## src/hw/rtl/hsd_pkg.sv

```systemverilog
package hsd_pkg;

  localparam int CW_W   = 63;  // codeword width
  localparam int LEN_W  = 6;   // code length / syndrome width
  localparam int DATA_W = 57;  // packed data bits
  localparam int CFG_AW = 3;   // APB byte address width
  localparam int CFG_DW = 32;

  // register word index taken from paddr[CFG_AW-1:2]
  localparam logic REG_CODE_LENGTH = 1'b0;

  // after masking
  typedef struct packed {
    logic [LEN_W-1:0] len;
    logic [CW_W-1:0]  word;
  } hsd_s1_t;

  // after syndrome
  typedef struct packed {
    logic [LEN_W-1:0] len;
    logic [LEN_W-1:0] syn;
    logic [CW_W-1:0]  word;
  } hsd_s2_t;

  typedef struct packed {
    logic              error_found;
    logic [LEN_W-1:0]  error_position;
    logic              position_invalid;
    logic [CW_W-1:0]   corrected_codeword;
    logic [DATA_W-1:0] data_word;
    logic [LEN_W-1:0]  data_width;
  } hsd_res_t;

endpackage

```

## src/hw/rtl/hsd_cfg_regs.sv

```systemverilog
module hsd_cfg_regs (
  input  logic                       clk,
  input  logic                       rst_n,
  input  logic                       psel,
  input  logic                       penable,
  input  logic                       pwrite,
  input  logic [hsd_pkg::CFG_AW-1:0] paddr,
  input  logic [hsd_pkg::CFG_DW-1:0] pwdata,
  output logic [hsd_pkg::CFG_DW-1:0] prdata,
  output logic                       pready,
  output logic [hsd_pkg::LEN_W-1:0]  code_length
);
  import hsd_pkg::*;

  logic [LEN_W-1:0] code_length_r;
  logic             hit;
  logic             wr_en;

  assign pready = 1'b1;
  assign hit    = (paddr[CFG_AW-1:2] == REG_CODE_LENGTH);
  assign wr_en  = psel && penable && pwrite && pready && hit;

  always_ff @(posedge clk) begin
    if (!rst_n) begin
      code_length_r <= LEN_W'(7);
    end else if (wr_en) begin
      code_length_r <= pwdata[LEN_W-1:0];
    end
  end

  always_comb begin
    prdata = '0;
    if (hit) begin
      prdata = CFG_DW'(code_length_r);
    end
  end

  assign code_length = code_length_r;

endmodule

```

## src/hw/rtl/hsd_mask_stage.sv

```systemverilog
module hsd_mask_stage #(
  parameter int MAX_LEN = 63
) (
  input  logic                      clk,
  input  logic                      rst_n,
  input  logic                      adv_i,
  input  logic                      valid_i,
  input  logic [hsd_pkg::CW_W-1:0]  word_i,
  input  logic [hsd_pkg::LEN_W-1:0] code_length_i,
  output logic                      valid_o,
  output hsd_pkg::hsd_s1_t          s1_o
);
  import hsd_pkg::*;

  logic             valid_r;
  hsd_s1_t          s1_r;
  hsd_s1_t          s1_nxt;
  logic [LEN_W-1:0] len;
  logic [CW_W:0]    bound;

  // clamp to the build-time limit, then clear positions above it
  assign len   = (code_length_i > LEN_W'(MAX_LEN)) ? LEN_W'(MAX_LEN) : code_length_i;
  assign bound = (CW_W+1)'(1) << len;

  always_comb begin
    s1_nxt.len  = len;
    s1_nxt.word = word_i & CW_W'(bound - (CW_W+1)'(1));
  end

  always_ff @(posedge clk) begin
    if (!rst_n) begin
      valid_r <= 1'b0;
    end else if (adv_i) begin
      valid_r <= valid_i;
    end
  end

  always_ff @(posedge clk) begin
    if (adv_i && valid_i) begin
      s1_r <= s1_nxt;
    end
  end

  assign valid_o = valid_r;
  assign s1_o    = s1_r;

endmodule

```

## src/hw/rtl/hsd_syndrome_stage.sv

```systemverilog
module hsd_syndrome_stage (
  input  logic             clk,
  input  logic             rst_n,
  input  logic             adv_i,
  input  logic             valid_i,
  input  hsd_pkg::hsd_s1_t s1_i,
  output logic             valid_o,
  output hsd_pkg::hsd_s2_t s2_o
);
  import hsd_pkg::*;

  // positions (bit index + 1) whose index has syndrome bit k set
  function automatic logic [CW_W-1:0] cover_mask(input int k);
    logic [CW_W-1:0] m;
    m = '0;
    for (int i = 0; i < CW_W; i++) begin
      m[i] = ((((i + 1) >> k) & 1) != 0);
    end
    return m;
  endfunction

  logic             valid_r;
  hsd_s2_t          s2_r;
  logic [LEN_W-1:0] syn;

  for (genvar k = 0; k < LEN_W; k++) begin : g_par
    localparam logic [CW_W-1:0] COVER = cover_mask(k);
    assign syn[k] = ^(s1_i.word & COVER);
  end

  always_ff @(posedge clk) begin
    if (!rst_n) begin
      valid_r <= 1'b0;
    end else if (adv_i) begin
      valid_r <= valid_i;
    end
  end

  always_ff @(posedge clk) begin
    if (adv_i && valid_i) begin
      s2_r.len  <= s1_i.len;
      s2_r.syn  <= syn;
      s2_r.word <= s1_i.word;
    end
  end

  assign valid_o = valid_r;
  assign s2_o    = s2_r;

endmodule

```

## src/hw/rtl/hsd_correct_stage.sv

```systemverilog
module hsd_correct_stage (
  input  logic             clk,
  input  logic             rst_n,
  input  logic             adv_i,
  input  logic             valid_i,
  input  hsd_pkg::hsd_s2_t s2_i,
  output logic             valid_o,
  output hsd_pkg::hsd_res_t res_o
);
  import hsd_pkg::*;

  // codeword position (from 1) of data bit j
  function automatic int data_pos(input int j);
    int cnt;
    int pos;
    cnt = 0;
    pos = 0;
    for (int p = 1; p <= CW_W; p++) begin
      if ((p & (p - 1)) != 0) begin
        if (cnt == j) begin
          pos = p;
        end
        cnt++;
      end
    end
    return pos;
  endfunction

  logic              valid_r;
  hsd_res_t          res_r;
  hsd_res_t          res_nxt;
  logic              invalid;
  logic              flip;
  logic [LEN_W-1:0]  sidx;
  logic [CW_W-1:0]   corr;
  logic [DATA_W-1:0] data;
  logic [LEN_W-1:0]  msb;

  assign invalid = s2_i.syn > s2_i.len;
  assign flip    = (s2_i.syn != '0) && !invalid;
  assign sidx    = s2_i.syn - LEN_W'(1);
  assign corr    = s2_i.word ^ (CW_W'(flip) << sidx);

  for (genvar j = 0; j < DATA_W; j++) begin : g_data
    localparam int POS = data_pos(j);
    assign data[j] = corr[POS-1];
  end

  // parity bits in use = floor(log2(len)) + 1
  always_comb begin
    msb = '0;
    for (int b = 0; b < LEN_W; b++) begin
      if (s2_i.len[b]) begin
        msb = LEN_W'(b);
      end
    end
  end

  always_comb begin
    res_nxt.error_found        = (s2_i.syn != '0);
    res_nxt.error_position     = s2_i.syn;
    res_nxt.position_invalid   = invalid;
    res_nxt.corrected_codeword = corr;
    res_nxt.data_word          = data;
    res_nxt.data_width         = (s2_i.len == '0) ? '0 : s2_i.len - msb - LEN_W'(1);
  end

  always_ff @(posedge clk) begin
    if (!rst_n) begin
      valid_r <= 1'b0;
    end else if (adv_i) begin
      valid_r <= valid_i;
    end
  end

  always_ff @(posedge clk) begin
    if (adv_i && valid_i) begin
      res_r <= res_nxt;
    end
  end

  assign valid_o = valid_r;
  assign res_o   = res_r;

endmodule

```

## src/hw/rtl/hamming_sec_decoder.sv

```systemverilog
// Channel | Direction | Handshake              | Payload
// in_     | slave     | in_tvalid / in_tready  | in_tdata: codeword
// out_    | master    | out_tvalid / out_tready| out_tdata: decode result
// cfg_    | APB slave | psel, penable, pready  | code_length at byte 0
//
// One transaction per cycle sustained while out_tready stays high; out_tvalid
// rises once a transaction has passed through the mask, syndrome and
// correction register stages.
// rst_n is synchronous, active low: clears the stage valids and sets
// code_length to 7. A stall on out_tready holds each full stage with no empty
// stage after it; an empty stage still loads, squeezing out bubbles under back-pressure.
module hamming_sec_decoder #(
  parameter int MAX_LEN = 63  // largest code length honoured, 3..63
) (
  input  logic                       clk,
  input  logic                       rst_n,
  // [62:0] codeword, [63] zero
  input  logic                       in_tvalid,
  output logic                       in_tready,
  input  logic [63:0]                in_tdata,
  // [0] error_found, [6:1] error_position, [7] position_invalid,
  // [70:8] corrected_codeword, [127:71] data_word, [133:128] data_width,
  // [135:134] zero
  output logic                       out_tvalid,
  input  logic                       out_tready,
  output logic [135:0]               out_tdata,
  input  logic                       cfg_psel,
  input  logic                       cfg_penable,
  input  logic                       cfg_pwrite,
  input  logic [hsd_pkg::CFG_AW-1:0] cfg_paddr,
  input  logic [hsd_pkg::CFG_DW-1:0] cfg_pwdata,
  output logic [hsd_pkg::CFG_DW-1:0] cfg_prdata,
  output logic                       cfg_pready
);
  import hsd_pkg::*;

  logic [LEN_W-1:0] code_length;
  logic             v1;
  logic             v2;
  logic             v3;
  logic             rdy1;
  logic             rdy2;
  logic             rdy3;
  hsd_s1_t          s1;
  hsd_s2_t          s2;
  hsd_res_t         res;

  // a stage loads when it is empty or its contents move on this cycle
  assign rdy3      = !v3 || out_tready;
  assign rdy2      = !v2 || rdy3;
  assign rdy1      = !v1 || rdy2;
  assign in_tready = rdy1;

  hsd_cfg_regs u_cfg (
    .clk         (clk),
    .rst_n       (rst_n),
    .psel        (cfg_psel),
    .penable     (cfg_penable),
    .pwrite      (cfg_pwrite),
    .paddr       (cfg_paddr),
    .pwdata      (cfg_pwdata),
    .prdata      (cfg_prdata),
    .pready      (cfg_pready),
    .code_length (code_length)
  );

  // stage 1: clamp length, drop unused positions
  hsd_mask_stage #(
    .MAX_LEN (MAX_LEN)
  ) u_mask (
    .clk           (clk),
    .rst_n         (rst_n),
    .adv_i         (rdy1),
    .valid_i       (in_tvalid),
    .word_i        (in_tdata[CW_W-1:0]),
    .code_length_i (code_length),
    .valid_o       (v1),
    .s1_o          (s1)
  );

  // stage 2: parity trees
  hsd_syndrome_stage u_syn (
    .clk     (clk),
    .rst_n   (rst_n),
    .adv_i   (rdy2),
    .valid_i (v1),
    .s1_i    (s1),
    .valid_o (v2),
    .s2_o    (s2)
  );

  // stage 3: range check, bit flip, data extraction; doubles as output register
  hsd_correct_stage u_corr (
    .clk     (clk),
    .rst_n   (rst_n),
    .adv_i   (rdy3),
    .valid_i (v2),
    .s2_i    (s2),
    .valid_o (v3),
    .res_o   (res)
  );

  assign out_tvalid = v3;
  assign out_tdata  = {2'b00,
                       res.data_width,
                       res.data_word,
                       res.corrected_codeword,
                       res.position_invalid,
                       res.error_position,
                       res.error_found};

endmodule
```

## config.mk

```make
export PLATFORM = sky130hd
export DESIGN_NAME = hamming_sec_decoder
export DESIGN_NICKNAME = d
export VERILOG_FILES = /design/src/hw/rtl/hsd_pkg.sv /design/src/hw/rtl/hsd_cfg_regs.sv /design/src/hw/rtl/hsd_mask_stage.sv /design/src/hw/rtl/hsd_syndrome_stage.sv /design/src/hw/rtl/hsd_correct_stage.sv /design/src/hw/rtl/hamming_sec_decoder.sv
export SDC_FILE = /design/constraint.sdc
export NUM_CORES = 1
export LEC_CHECK = 0
export BUFFER_PORTS_ARGS = -buffer_cell sky130_fd_sc_hd__buf_2
export CAP_MARGIN = 20
export CORE_MARGIN = 2
export CORE_UTILIZATION = 54
export CTS_CLUSTER_DIAMETER = 100
export DETAILED_ROUTE_END_ITERATION = 7
export PLACE_DENSITY_LB_ADDON = 0.15
export REMOVE_ABC_BUFFERS = 1
export SETUP_SLACK_MARGIN = 0.2
export SLEW_MARGIN = 10
export SYNTH_ARGS = -nofsm -noshare
export SYNTH_HDL_FRONTEND = slang
export SYNTH_SLANG_ARGS = --single-unit
```

## constraint.sdc

```tcl
create_clock -name clk -period 8.29 [get_ports clk]
set_input_delay 0.829 -clock clk [delete_from_list [all_inputs] [get_ports clk]]
set_output_delay 0.829 -clock clk [all_outputs]
set_load 0.02 [all_outputs]
```

==> impl_metrics.yaml, run 1 <==
timing:
  fin_ws_ns: 4.44
  fmax_mhz: 260
  fin_skew_ns: 0.0157
  maxSlewViolCount: 0
  rsz0062_at_grt: "false"
  final.setup.tns_ns: 0
  finalSetupViolCount: 0
  hold_viol: 0
  period_share: 0.465
  finalCriticalPeriod_ns: 3.85
  worst_pin_slew_ns: 1.01
  slew_headroom: 0.326
final_layout:
  drive_gt1_frac: 0.252
  nNetsFinal: 1222
  area_growth_pct: 14.2
  nFillCells: 1706
  final_common_cell: "edfxtp_1"
  antenna_cells: 0
  layout.cells.non_filler: 1397
  final_cell_mix: "edfxtp_1, buf_2, xnor2_1, nor2_1, xor2_1"
yosys:
  syn_inst: 951
  yosysWarnings: 0
  synthArstFlopShare: 0
  netlist_area_um2: 11600
  ys_types: 58
  yosys_most_used_dff: "edfxtp_1"
  ys_seq_area_frac: 0.586
  synth_edf_count: 221
  ys_seq_elements: 230
  avgSynthCellArea_um2: 12.2
clock_tree:
  cts_max_level: 1
  worstSkewPairLatency_ns: 0.51
  cts_sinks: 230
  cts_resized: 0
  clk_path_buf_depth: 3
  clk_pin_slew_worst_paths_ns: 0.06
  cts_setup_buffers: 0
  tritoncts: "yes"
  root_buffer: "clkbuf_16"
  numCtsBuffers: 24
  cts_hold_buf: 0
setup_path:
  reg2reg_from: "u_cfg.code_length[3]"
  cp_max_fo: 27
  crit_arrival_ns: 4.10
  end_kind: "flop"
  cp.required_ns: 8.54
  cp-start-kind: "flop"
  startpoint: "u_cfg.code_length[3]"
  rrSetupSlack_ns: 4.44
  critPathKind: "reg -> reg"
drt:
  routed.top_layer: "met4"
  wl_mm: 26.0
  drtIter0Drc: 627
  dr_wl_met3_mm: 1.83
  wl_met1_mm: 11.6
  vias: 7248
  ant_nets: 0
  wl_per_cell_um: 18.6
  viasPerCell: 5.19
  drc: 0
  wl_met2_mm: 12.2
  drtPass1Iterations: 7
status:
  outcome: "completed"
floorplanning:
  io_pins: 277
  die_h_um: 151
  start_util: 0.552
  die_area_um2: 22700
  core_area_um2: 21100
  row_count: 53
  die_w_um: 151
place:
  gp_congestion: 0.889
  post-place-ws_ns: 4.55
  portBuffers: 218
  hpwl_mm: 18.8
  dp_cells: 1353
hold_path:
  min_from: "u_mask.s1_o[68]"
  min_path_type: "reg -> reg"
power:
  power_switching_mw: 0.846
  power_leakage_nw: 5.18
  power.share.sequential: 0.456
  vdd_drop_max_mv: 0.116
  swShare: 0.270
  internal-power_mw: 2.28
  power_density_nw_per_um2: 236
  clockPowerShare: 0.362
  combinationalPowerShare: 0.182
global_routing:
  grt_pass1_vias: 6696
  grt_max_degree: 78
  overflow: 0
  grt_pass1_wl_mm: 38.5
  grt_antenna_before_repair: 0
  gr-usage-all-layers: 0.226
run:
  drv_cap: 0
==> metal layers <==
layer,GRT usage,up-vias
li1,-,3474
met1,0.333,3424
met2,0.364,321
met3,0.0227,29
met4,0.0542,0
met5,0,-
==> worst max-delay path, cell delays in order (launching register included) <==
cell and delay, ns:
dfxtp_1 0.60, buf_4 0.37, or3_1 0.32, nor2_1 0.09
nand2_1 0.09, ha_1 0.72, clkinv_1 0.58, nand2_1 0.33
o21ai_0 0.12, a31oi_1 0.27, nor2b_1 0.08
==> power groups by stage <==
| stage | combinational [mW] | sequential, mW | clock [mW] |
|---|---|---|---|
| final | 0.569 | 1.43 | 1.13 |
| after detailed placement | 0.572 | 1.45 | 0 |
| after global placement | 0.562 | 1.45 | 0 |
| after floorplan | 0.382 | 1.46 | 0 |
| after CTS | 0.574 | 1.42 | 1.15 |
| after global routing | 0.624 | 1.43 | 1.20 |
==> flip-flops by register name (all words and copies together) (netlist names) <==
register,count
u_corr.res_o,77
u_syn.valid_o,1
u_mask.s1_o,69
u_cfg.code_length,6
u_corr.valid_o,1
u_syn.s2_o,75
u_mask.valid_o,1
==> worst paths after layout <==
path | to | cells after the start
worst max-delay path | u_mask.s1_o[52] | 10
worst min-delay path | u_syn.s2_o[74] | 0
worst max register to register | u_mask.s1_o[52] | 10
worst min register to register | u_syn.s2_o[74] | 0
==> through the flow <==
stage | hold WS, ns | cell area, um^2 | total power, mW | util
CTS | 0.461 | 13300 | 3.15 | 0.630
global placement | 0.445 | 12400 | 2.01 | 0.590
finish | 0.465 | 13300 | 3.13 | 0.630
global route | 0.466 | 13300 | 3.26 | 0.630
floorplan | 0.400 | 10900 | 1.85 | -
detailed placement | 0.447 | 12400 | 2.02 | 0.590
==> cells in the mapped netlist (2+ instances only) <==
master / count / share of area
xnor2_1: 106 / 0.080
clkbuf_1: 33 / 0.011
dfxtp_1: 9 / 0.015
nand3_1: 10 / 0.0043
a21oi_1: 26 / 0.011
and2_1: 21 / 0.011
or2_2: 5 / 0.0027
o21ai_1: 2 / 0.00086
buf_2: 2 / 0.00086
a31oi_1: 2 / 0.0011
or3_1: 3 / 0.0016
a21boi_0: 12 / 0.0077
nor3b_1: 4 / 0.0026
nand4_1: 3 / 0.0016
o21ai_0: 23 / 0.0099
buf_4: 88 / 0.057
nor3_1: 8 / 0.0034
edfxtp_1: 221 / 0.57
buf_6: 3 / 0.0029
o22ai_1: 4 / 0.0022
conb_1: 2 / 0.00065
nor2_2: 3 / 0.0016
o211a_1: 2 / 0.0017
mux2i_1: 9 / 0.0077
and3_1: 11 / 0.0059
inv_1: 10 / 0.0032
nor2b_1: 33 / 0.018
a21o_1: 6 / 0.0039
nor2_1: 97 / 0.031
xor2_1: 84 / 0.063
o31ai_1: 5 / 0.0032
ha_1: 11 / 0.012
a22oi_1: 3 / 0.0019
nor4_1: 5 / 0.0027
nand2_1: 43 / 0.014
o21a_1: 13 / 0.0084
o21ai_2: 3 / 0.0023
nand2b_1: 6 / 0.0032
==> kinds of logic (layout without fill, tap and decap cells) <==
| kind of cell | Yosys count | after routing | share of synthesized area |
|---|---|---|---|
| AO/OA/AOI/OAI | 110 | 110 | 0.0627 |
| XOR/XNOR | 191 | 191 | 0.145 |
| adder cells (fa/ha/maj) | 12 | 12 | 0.0136 |
| buffers and inverters | 138 | 282 | 0.0751 |
| flip-flops | 230 | 230 | 0.586 |
| multiplexers | 9 | 9 | 0.00775 |
| other | 2 | 29 | 0.000646 |
| AND/OR/NAND/NOR | 259 | 259 | 0.109 |
==> final cells by class <==
| type | count | area, um^2 | share of cell area |
|---|---|---|---|
| inverter | 11 | 41.3 | 0.00311 |
| timing repair buffer | 227 | 1160 | 0.0872 |
| clock buffer | 29 | 641 | 0.0482 |
| tap | 275 | 344 | 0.0259 |
| clock inverter | 15 | 199 | 0.0150 |
| multi-input combinational | 610 | 4080 | 0.307 |
| sequential | 230 | 6820 | 0.513 |
No activity file was read; power rests on OpenSTA's default activity.
==> run 2, diff against run 1 <==
- CORE_UTILIZATION: 54 -> 49
- clock period: 8.29 -> 3.1 ns (I/O delays scaled with it)
==> run 2 against run 1 <==
Effect of this change:
- clock power increased to 2.5 times the previous value
- first-iteration DRC count shrank 23%
- highest routed layer unchanged
- clock skew increased by 0.00069 ns
- cell count rose by 4.4%
- final area is 1.2% higher
- routed wire length grew 4.5%
- sequential share of layout area down 0.60 points
- hold slack got worse by 0.45 ns
- sequential power rose to 2.6 times the previous value
- die area increased by 9.9%
- utilization decreased by 5.6 points
- register-to-register slack worse by 4.0 ns
==> impl_metrics.yaml, run 2 (synthesis results as in run 1) <==
final_layout:
  nFillCells: 2052
  nNetsFinal: 1240
  largest_reg_flops: 77
  final_cell_mix: "edfxtp_1, buf_2, xnor2_1, nor2_1, xor2_1"
  antenna_cells: 0
  multi_input_area_um2: 4090
  regArea_um2: 6820
  design_area_um2: 13400
  final_common_cell: "edfxtp_1"
  area_growth_pct: 15.5
  drive_gt1_frac: 0.260
clock_tree:
  clk_path_buf_depth: 3
  cts_sinks: 230
  clk_pin_slew_worst_paths_ns: 0.06
  numCtsBuffers: 24
  cts_max_level: 1
  tritoncts: "yes"
  worstSkewPairLatency_ns: 0.52
  root_buffer: "clkbuf_16"
floorplanning:
  core_area_um2: 23400
  die_h_um: 158
  row_count: 56
  die_area_um2: 25000
  io_pins: 277
  start_util: 0.497
  die_w_um: 158
drt:
  dr_wl_met3_mm: 1.29
  wl_met1_mm: 12.4
  vias: 7256
  ant_nets: 0
  drc: 0
  routed.top_layer: "met4"
  wl_met2_mm: 13.0
  wl_mm: 27.2
  wl_per_cell_um: 18.6
  drtIter0Drc: 484
  drtPass1Iterations: 7
  viasPerCell: 4.97
setup_path:
  critPathKind: "reg -> reg"
  startpoint: "u_syn.s2_o[68]"
  cp-start-kind: "flop"
  critPathCapture: "u_corr.res_o[43]"
  rrSetupSlack_ns: 0.40
  reg2reg_depth: 6
  worstReg2RegEnd: "u_corr.res_o[43]"
  cp_max_fo: 16
  crit_arrival_ns: 2.94
  cp.required_ns: 3.34
  reg2reg_from: "u_syn.s2_o[68]"
  end_kind: "flop"
power:
  power_leakage_nw: 5.24
  power_density_nw_per_um2: 613
  vdd_drop_max_mv: 0.311
timing:
  period_share: 0.871
  rsz0062_at_grt: "false"
  hold_viol: 0
  maxSlewViolCount: 0
  fin_skew_ns: 0.0164
  fin_ws_ns: 0.401
  finalCriticalPeriod_ns: 2.70
  fmax_mhz: 370
  fin_hold_ws_ns: 0.0166
  finalSetupViolCount: 0
  slew_headroom: 0.333
  worst_pin_slew_ns: 1.00
global_routing:
  gr-usage-all-layers: 0.214
  overflow: 0
  grt_antenna_before_repair: 0
  grt_pass1_vias: 6664
  grt_pass1_wl_mm: 39.3
  grt_max_degree: 78
place:
  hpwl_mm: 20.1
  gp_congestion: 0.903
  place_area_um2: 12600
  portBuffers: 218
  post-place-ws_ns: 0.313
status:
  outcome: "completed"
hold_path:
  min_path_type: "in -> reg"
  min_from: "cfg_pwdata[1]"
run:
  drv_cap: 0
==> run 2: cell types whose count changed in the layout (fill, tap and decap cells not counted) <==
cell	before	now
buf_4	9	26
bufinv_16	5	1
clkbuf_1	4	7
clkinv_2	6	3
o21ai_2	4	1
clkbuf_16	25	27
clkbuf_8	0	2
o21ai_4	0	2
dlygate4sd3_1	0	1
o21ai_1	1	2
==> run 2: what timing repair did <==
action	4_1_cts	5_1_grt
endpoints found under the setup margin	0	13
endpoints found under the hold margin	1	0
hold buffers	1	0
buffers inserted	0	0
gates resized for setup	0	2
==> run 2: metrics by stage <==
stage | util | power, mW | TNS (ns) | instances
5_1_grt | 0.574 | 8.58 | 0 | 1459
3_5_place_dp | 0.539 | 5.45 | 0 | 1414
3_3_place_gp | 0.539 | 5.43 | 0 | 1414
2_1_floorplan | - | 4.94 | -480.70 | 851
4_1_cts | 0.574 | 8.27 | 0 | 1459
6_report | 0.574 | 8.23 | 0 | 1459
==> run 2: cell type report <==
cell class	count	share of cell area
clock buffer	36	0.0543
clock inverter	8	0.00475
inverter	11	0.00307
multi-input combinational	610	0.304
sequential	230	0.507
tap	319	0.0297
timing repair buffer	245	0.0965
==> run 2: routing by layer <==
layer | track usage | up-vias
met1 | 0.308 | 3459
met5 | 0 | -
met4 | 0.0562 | 0
met3 | 0.0224 | 37
met2 | 0.350 | 240
li1 | - | 3520
==> run 2: worst min-delay path by stage <==
stage | cells past startpoint | end
finish | 3 | u_cfg.code_length[1]
global route | 3 | u_cfg.code_length[2]
CTS | 3 | u_cfg.code_length[1]
detailed placement | 0 | u_syn.s2_o[74]
global placement | 0 | u_syn.s2_o[72]
floorplan | 1 | u_cfg.code_length[0]
==> run 2: critical path, stage by stage (launching register included) <==
cell and delay (ns):
edfxtp_1 0.50, ha_1 0.39, and4_1 0.24, and3_1 0.28, o21ai_2 0.69, nor2_1 0.11
xor2_1 0.21
==> run 2: report_power, final <==
| group | leakage (nW) | internal, mW | total [mW] | switching [mW] |
|---|---|---|---|---|
| registers | 2.19 | 3.63 | 3.76 | 0.131 |
| clock network | 0.386 | 1.71 | 2.85 | 1.14 |
| logic | 2.67 | 0.619 | 1.62 | 1.00 |
